`src/rtl/btil_pkg.sv`:
```
// Shared constants, payload types and controller/datapath bundles for the table interpolator.
package btil_pkg;

    localparam int MAX_SLIP_POINTS_DEF     = 1024;
    localparam int MAX_FRACTION_POINTS_DEF = 256;

    localparam int SLIP_USED_RESET = 1001;
    localparam int FRAC_USED_RESET = 201;

    localparam int CFG_W      = 11;
    localparam int SLIP_CFG_W = 11;
    localparam int FRAC_CFG_W = 9;

    localparam logic CFG_SLIP_USED = 1'b0;
    localparam logic CFG_FRAC_USED = 1'b1;

    localparam logic OP_LOAD  = 1'b0;
    localparam logic OP_QUERY = 1'b1;

    localparam logic [16:0] ONE_Q16 = 17'h10000;

    // Interpolation pass select
    localparam logic [1:0] LSEL_LO    = 2'd0;
    localparam logic [1:0] LSEL_HI    = 2'd1;
    localparam logic [1:0] LSEL_FINAL = 2'd2;

    typedef struct packed {
        logic               opcode;
        logic [9:0]         row_index;
        logic [7:0]         column_index;
        logic signed [31:0] slip_grid_value;
        logic [16:0]        fraction_grid_value;
        logic signed [31:0] factor_value;
        logic signed [31:0] gas_velocity;
        logic signed [31:0] solid_velocity;
        logic [16:0]        gas_fraction;
    } t_in_item;

    typedef struct packed {
        logic [16:0] correction_factor;
        logic        interpolated;
    } t_out_item;

    typedef struct packed {
        logic       load;
        logic       capture;
        logic       slip_fix;
        logic       check_lo;
        logic       step;
        logic       lock_lo;
        logic       span;
        logic       tread;
        logic [1:0] tsel;
        logic       lstart;
        logic [1:0] lsel;
        logic       emit;
        logic       emit_ok;
    } t_dp_cmd;

    typedef struct packed {
        logic range_ok;
        logic scan_more;
        logic at_last;
        logic lerp_done;
        logic out_full;
    } t_dp_status;

endpackage

```
`src/rtl/btil_ctrl.sv`:
```
// Controller: sequences a query through range check, axis scan, corner fetch and three passes.
module btil_ctrl (
    input  logic                 i_clk,
    input  logic                 i_rst_n,
    input  logic                 i_in_valid,
    input  logic                 i_in_opcode,
    output logic                 o_in_ready,
    output btil_pkg::t_dp_cmd    o_cmd,
    input  btil_pkg::t_dp_status i_status
);
    import btil_pkg::*;

    localparam logic [3:0] S_IDLE    = 4'd0;
    localparam logic [3:0] S_SLIP    = 4'd1;
    localparam logic [3:0] S_LOW     = 4'd2;
    localparam logic [3:0] S_HWAIT   = 4'd3;
    localparam logic [3:0] S_HIGH    = 4'd4;
    localparam logic [3:0] S_SCAN    = 4'd5;
    localparam logic [3:0] S_SWAIT   = 4'd6;
    localparam logic [3:0] S_EWAIT   = 4'd7;
    localparam logic [3:0] S_SPAN    = 4'd8;
    localparam logic [3:0] S_TREAD   = 4'd9;
    localparam logic [3:0] S_LSTART  = 4'd10;
    localparam logic [3:0] S_LWAIT   = 4'd11;
    localparam logic [3:0] S_FIN_FB  = 4'd12;
    localparam logic [3:0] S_FIN_TAB = 4'd13;

    logic [3:0] r_state, n_state;
    logic [2:0] r_cnt, n_cnt;
    logic       accept;

    assign o_in_ready = (r_state == S_IDLE);
    assign accept     = i_in_valid && o_in_ready;

    always_comb begin
        n_state = r_state;
        n_cnt   = r_cnt;
        o_cmd   = '0;
        o_cmd.tsel = r_cnt[1:0];
        o_cmd.lsel = r_cnt[1:0];
        unique case (r_state)
            S_IDLE: begin
                o_cmd.load    = accept && (i_in_opcode == OP_LOAD);
                o_cmd.capture = accept && (i_in_opcode == OP_QUERY);
                if (o_cmd.capture) n_state = S_SLIP;
            end
            S_SLIP: begin
                o_cmd.slip_fix = 1'b1;
                n_state        = S_LOW;
            end
            S_LOW: begin
                o_cmd.check_lo = 1'b1;
                n_state        = S_HWAIT;
            end
            S_HWAIT: n_state = S_HIGH;
            S_HIGH: begin
                n_state = i_status.range_ok ? S_SCAN : S_FIN_FB;
            end
            S_SCAN: begin
                if (i_status.scan_more) begin
                    o_cmd.step = 1'b1;
                    n_state    = S_SWAIT;
                end else if (i_status.at_last) begin
                    n_state = S_FIN_FB;
                end else begin
                    o_cmd.lock_lo = 1'b1;
                    n_state       = S_EWAIT;
                end
            end
            S_SWAIT: n_state = S_SCAN;
            S_EWAIT: n_state = S_SPAN;
            S_SPAN: begin
                o_cmd.span = 1'b1;
                n_cnt      = 3'd0;
                n_state    = S_TREAD;
            end
            S_TREAD: begin
                // issue four corners; the extra step lets the last pass r_tdat into r_corner
                o_cmd.tread = (r_cnt != 3'd4);
                n_cnt       = r_cnt + 3'd1;
                if (r_cnt == 3'd4) begin
                    n_cnt   = 3'd0;
                    n_state = S_LSTART;
                end
            end
            S_LSTART: begin
                o_cmd.lstart = 1'b1;
                n_state      = S_LWAIT;
            end
            S_LWAIT: begin
                if (i_status.lerp_done) begin
                    if (r_cnt[1:0] == LSEL_FINAL) begin
                        n_state = S_FIN_TAB;
                    end else begin
                        n_cnt   = r_cnt + 3'd1;
                        n_state = S_LSTART;
                    end
                end
            end
            S_FIN_FB, S_FIN_TAB: begin
                if (!i_status.out_full) begin
                    o_cmd.emit    = 1'b1;
                    o_cmd.emit_ok = (r_state == S_FIN_TAB);
                    n_state       = S_IDLE;
                end
            end
            default: n_state = S_IDLE;
        endcase
    end

    always_ff @(posedge i_clk) begin
        if (!i_rst_n) begin
            r_state <= S_IDLE;
            r_cnt   <= 3'd0;
        end else begin
            r_state <= n_state;
            r_cnt   <= n_cnt;
        end
    end
endmodule

```
`config.mk`:
```
export PLATFORM = sky130hd
export DESIGN_NAME = btil_ctrl
export DESIGN_NICKNAME = d
export VERILOG_FILES = /design/src/rtl/btil_pkg.sv /design/src/rtl/btil_ctrl.sv
export SDC_FILE = /design/constraint.sdc
export NUM_CORES = 1
export LEC_CHECK = 0
export ABC_AREA = 1
export BUFFER_PORTS_ARGS = -buffer_cell sky130_fd_sc_hd__buf_2
export CAP_MARGIN = 20
export CORE_MARGIN = 1
export CORE_UTILIZATION = 25
export DETAILED_ROUTE_END_ITERATION = 6
export GPL_TIMING_DRIVEN = 0
export PLACE_DENSITY = 0.45
export SYNTH_ARGS = -nofsm -noshare
export SYNTH_HDL_FRONTEND = slang
export SYNTH_SLANG_ARGS = --single-unit
```
`constraint.sdc`:
```
create_clock -name i_clk -period 1.13 [get_ports i_clk]
set_input_delay 0 -clock i_clk [delete_from_list [all_inputs] [get_ports i_clk]]
set_output_delay 0 -clock i_clk [all_outputs]
set_load 0.02 [all_outputs]
```
[After elaboration in Yosys (flattened, before gate mapping)]
Index checks and enable logic that the tools add are counted.
Word-level totals
  bits in writable memories: 0
  register bits after elaboration: 7
  ROM bits: 0
  input bits: 9
  output and inout bits: 16
  memories: 0
  bits in latches: 0
  logic and storage cells: 58
Cells by class
  shift-type cells: 0
  $lt $le $gt $ge: 0
  equality and inequality tests: 21
  divide/modulo/power cells: 0
  multipliers: 0
  reductions and logical operators: 8
  mux-type cells: 25
  add/sub/neg operators: 1
  bitwise gates (word level): 1
Operator list (count)
  4-bit case mux with 13 select lines: 1
  4-bit two-way mux: 7
  4-bit == test (second input constant): 6
  4-bit by 3-bit == test with 1-bit output (second input constant): 4
  3-bit two-way mux: 4
  3-bit case mux with 3 select lines: 1
  4-bit by 2-bit == test with 1-bit output (second input constant): 2
  1-bit two-way mux: 8
  2-bit two-way mux: 4
  2-bit inequality test (second input constant): 4
  4-bit by 1-bit == test with 1-bit output (second input constant): 1
  4-bit logical NOT: 1
  4-bit AND reduction: 1
  3-bit by 1-bit adder with 3-bit output (second input constant): 1
  3-bit == test (second input constant): 1
  1-bit logical AND: 3
  3-bit inequality test (second input constant): 1
  3-bit AND reduction: 1
  3-bit nonzero test: 1
  2-bit == test (second input constant): 1
  2-bit by 1-bit inequality test with 1-bit output (second input constant): 1
  2-bit OR reduction: 1
  1-bit inverter: 1

[Depth between registers and ports, before layout]
  depth in word-level cells: 5
  depth in mapped cells: 9
  depth with buffers taken out: 8

[Worst setup path before layout]
No wires, ideal clock.
  path type: reg-to-reg
  start: register r_state[1]
  end: register r_state[3]
  setup time: 0.070 ns
  stages on the path, launching flop included: 9
  path buffers: 1
  clock period less this slack: 1.319 ns
  arrival: 1.249 ns
  required time: 1.060 ns
  path slack: -0.189 ns
  cells stage by stage: dfxtp_1 -> buf_6 -> nor2_2 -> nand2_2 -> inv_2 -> nand2_1 -> nor2_2 -> o21ai_1 -> a21oi_1
Between the ends
  longest elaborated chain between the ends: 5
  elaborated cells between the ends (all ways): 23
  classes of those cells: 17 x eq/ne; 1 x mux; 5 x reduce/logical
RTL lines
  start: declaration: line btil_ctrl.sv:28  | logic [3:0] r_state, n_state;
  start signal: assignment: line btil_ctrl.sv:116  | r_state <= n_state;
  4-bit logical NOT (*): line btil_ctrl.sv:32  | assign o_in_ready = (r_state == S_IDLE);
  via o_in_ready: line btil_ctrl.sv:7  | output logic o_in_ready,
  1-bit logical AND: line btil_ctrl.sv:33  | assign accept = i_in_valid && o_in_ready;
  1-bit logical AND: line btil_ctrl.sv:44  | o_cmd.capture = accept && (i_in_opcode == OP_QUERY);
  2-bit by 1-bit inequality test with 1-bit output (no line)
  4-bit AND reduction (no line)
Mark *: on every way through the listed nets, which the timed path passes. The rest lies on a longest branch.
A chain may end at the register's enable or synchronous reset.

[Final worst setup path]
  start: register r_state[1]
  end: register r_state[0]
Between the ends
  longest elaborated chain between the ends: 5
  elaborated cells between the ends (all ways): 23
  classes of those cells: 17 x eq/ne; 1 x mux; 5 x reduce/logical
RTL lines (line)
  4-bit logical NOT: btil_ctrl.sv:32, btil_ctrl.sv:41
  1-bit logical AND: btil_ctrl.sv:33
  1-bit logical AND: btil_ctrl.sv:44
  2-bit by 1-bit inequality test with 1-bit output (no line)
  4-bit AND reduction (no line)
Parallel ways exist; a longest one is shown, timed or not.

==> flow_metrics.env <==
export IMPL_required_ns=1.30
export IMPL_violations="design-rule violations, negative setup slack"
export IMPL_hp_start="i_rst_n"
export IMPL_slowest_stage="dfxtp_1"
export IMPL_critical_path_class="register to register"
export IMPL_rsz0062_at_grt="true"
export IMPL_synthAdderAreaFrac_pct=5.02
export IMPL_synth_top_area_share_pct=18.7
export IMPL_ant_nets=0
export IMPL_synth_top_family_by_area="simple AND/OR/NAND/NOR gates"
export IMPL_whs_ns=0.0174
export IMPL_netlist_instances=109
export IMPL_dp_slack_ns=-0.189
export IMPL_die_x_um=56.7
export IMPL_ir_drop_uv=1490
export IMPL_critical_path_top_delay_family="simple AND/OR/NAND/NOR gates"
export IMPL_drt_iter0_drc=29
export IMPL_max_freq_mhz=790
export IMPL_skew_ns=0.00429
export IMPL_stdcell_area_um2=1250
export IMPL_power_mw=2.54
export IMPL_startpoint="r_state[1]"
export IMPL_dp_cells=164
export IMPL_synth_xor_area_share_pct=1.17
export IMPL_finalHoldViolCount=0
export IMPL_numPortBuffers=24
export IMPL_post_dp_cell_area_um2=935
export IMPL_rows=19
export IMPL_yosysSeqAreaShare_pct=18.7
export IMPL_cts_root_buf="clkbuf_4"
export IMPL_n_antenna_cell=0
export IMPL_muxShareOfSynthArea_pct=0
export IMPL_synth_area_um2=748
export IMPL_yosysTopAreaCell="dfxtp_1"
export IMPL_period_share_pct=112
export IMPL_grt_util_all_layers_pct=13.1
export IMPL_timing_slew_headroom_pct=81.9
export IMPL_synth_compound_area_share_pct=13.9
export IMPL_cts_buffer_depth=2
export IMPL_path_max_fanout=7
export IMPL_wl_um=2000
export IMPL_drv_slew=0
export IMPL_hp_class="primary input to register"
export IMPL_final_cell_mix="buf_4, buf_2, nand2_1"
export IMPL_ctsHtreeMaxLevel=1
export IMPL_cp_start_kind="register"
export IMPL_dp_hpwl_um=1460
export IMPL_synth_cell_types=25
export IMPL_cts_buffers_inserted=3
export IMPL_cts_hold_buf=0
export IMPL_die_h_um=56.7
export IMPL_dieArea_um2=3220
export IMPL_worstPathArrival_ns=1.44
export IMPL_synthFlopType="dfxtp_1"
export IMPL_async_flop_share_pct=0
export IMPL_synth_simple_area_share_pct=45.3
export IMPL_grt_pass1_vias=748
export IMPL_cts_sinks=7
export IMPL_wire_per_inst_um=11.2
export IMPL_synth_avg_cell_area_um2=6.86
export IMPL_tightestPinTransition_ns=0.272
export IMPL_grt_overflow=0
export IMPL_synth_edf_count=0
export IMPL_fin_ws_ns=-0.135
export IMPL_status="finished with violations"
export IMPL_critPathCaptureType="register"
export IMPL_viasPerCell=4.51
export IMPL_reg2reg_from="r_state[1]"
export IMPL_fillCellCount=299
export IMPL_io_pins=25
export IMPL_drc=4
export IMPL_critPathMaxStageDelay_ns=0.30
export IMPL_ys_top_cells_by_area="dfxtp_1, nand2_1, inv_1"
export IMPL_antenna_found_initial=0
export IMPL_final_nets=161
export IMPL_utilization_pct=44.6
export IMPL_start_util_pct=26.7
export IMPL_setup_tns_ns=-1.36
export IMPL_ys_seq_elements=7
export IMPL_drive_gt1_share_pct=64.9
export IMPL_min_period_ns=1.27
export IMPL_cts_tree="built"
export IMPL_setup_viol=18
export IMPL_synthesis_nets=121
export IMPL_clk_pin_slew_ns=0.05
export IMPL_gp_congestion=0.738
export IMPL_yosysWarnings=0
export IMPL_coreArea_um2=2810
export IMPL_grt_pass1_wl_um=3330
export IMPL_cp_cell_sequence="buf_6 > buf_12 > nor2_8 > nand2_4 > nor2_4 > nor2_1 > nand2_1 > nand2_2 > a21oi_2"
export IMPL_power_leakage_nw=0.579
export IMPL_synthToLayoutAreaGrowth_pct=67.4
export IMPL_grt_max_degree=9
export IMPL_via_count=807
export IMPL_final_cells=179
export IMPL_clk_latency_ns=0.25
export IMPL_crit_buf_inv=2
export IMPL_max_cap_viol_count=0
export IMPL_drt_pass1_iterations=6
export IMPL_pwr_density_cell_nw_per_um2=2030
[worst paths after layout]
path                            cells after the start    endpoint  slack, ns
worst min register to register                      2    r_cnt[1]       0.52
worst max-delay path                                9  r_state[0]      -0.14
worst max register to register                      9  r_state[0]      -0.14
worst min-delay path                                3    r_cnt[0]       0.02
[power breakdown]
group	switching, mW	internal (mW)	total (mW)
clock network	0.0871	0.134	0.222
registers	0.106	0.314	0.419
logic	1.11	0.796	1.90
total	1.30	1.24	2.54
[worst reg2reg max path, cell delays in order, from the launching register on]
cell and delay (ns):
dfxtp_1 0.30, buf_6 0.14, buf_12 0.13, nor2_8 0.12
nand2_4 0.07, nor2_4 0.10, nor2_1 0.04, nand2_1 0.10
nand2_2 0.07, a21oi_2 0.13
[kinds of logic (layout without fill, tap and decap cells)]
family / Yosys count / in the layout
AO/OA/AOI/OAI: 17 / 17
XOR/XNOR: 1 / 1
adder cells (fa/ha/maj): 3 / 3
buffers and inverters: 23 / 62
flip-flops: 7 / 7
AND/OR/NAND/NOR: 58 / 58
[final cells by class]
cell class / instances / area [um2] / share of cell area, %
plain buffers: 5 / 41.3 / 3.30
clock buffers: 4 / 26.3 / 2.10
inverters: 17 / 76.3 / 6.09
multi-input cells: 79 / 649 / 51.8
flip-flops and latches: 7 / 151 / 12.1
well taps: 31 / 38.8 / 3.10
repair buffers: 36 / 269 / 21.5
[layer usage]
layer / track usage, % / share of wire, % / up-vias
li1: - / - / 427
met5: 0 / 0 / -
met3: 2.07 / 5.3 / 4
met4: 4.29 / 1.5 / 0
met1: 17.9 / 43 / 354
met2: 20.9 / 50 / 22
[synthesized netlist by cell type (2+ instances only)]
cell	number
a21oi_1	5
a21oi_2	3
buf_4	4
buf_6	2
dfxtp_1	7
ha_1	3
inv_1	12
inv_2	4
nand2_1	19
nand2_2	3
nand3_1	5
nand3_2	4
nand4_1	2
nor2_1	11
nor2_2	3
nor2_4	3
nor2_8	2
nor3_1	4
o211ai_1	3
o21ai_0	5
[repair_timing]
action	in CTS	in global routing
pin swaps	17	17
setup endpoints to repair	18	19
setup buffers	6	6
resized for setup	30	26
[state kept, by name, summed over array words and instances (netlist names)]
name     cells
r_state      4
r_cnt        3
No activity file was read; power rests on OpenSTA's default activity.
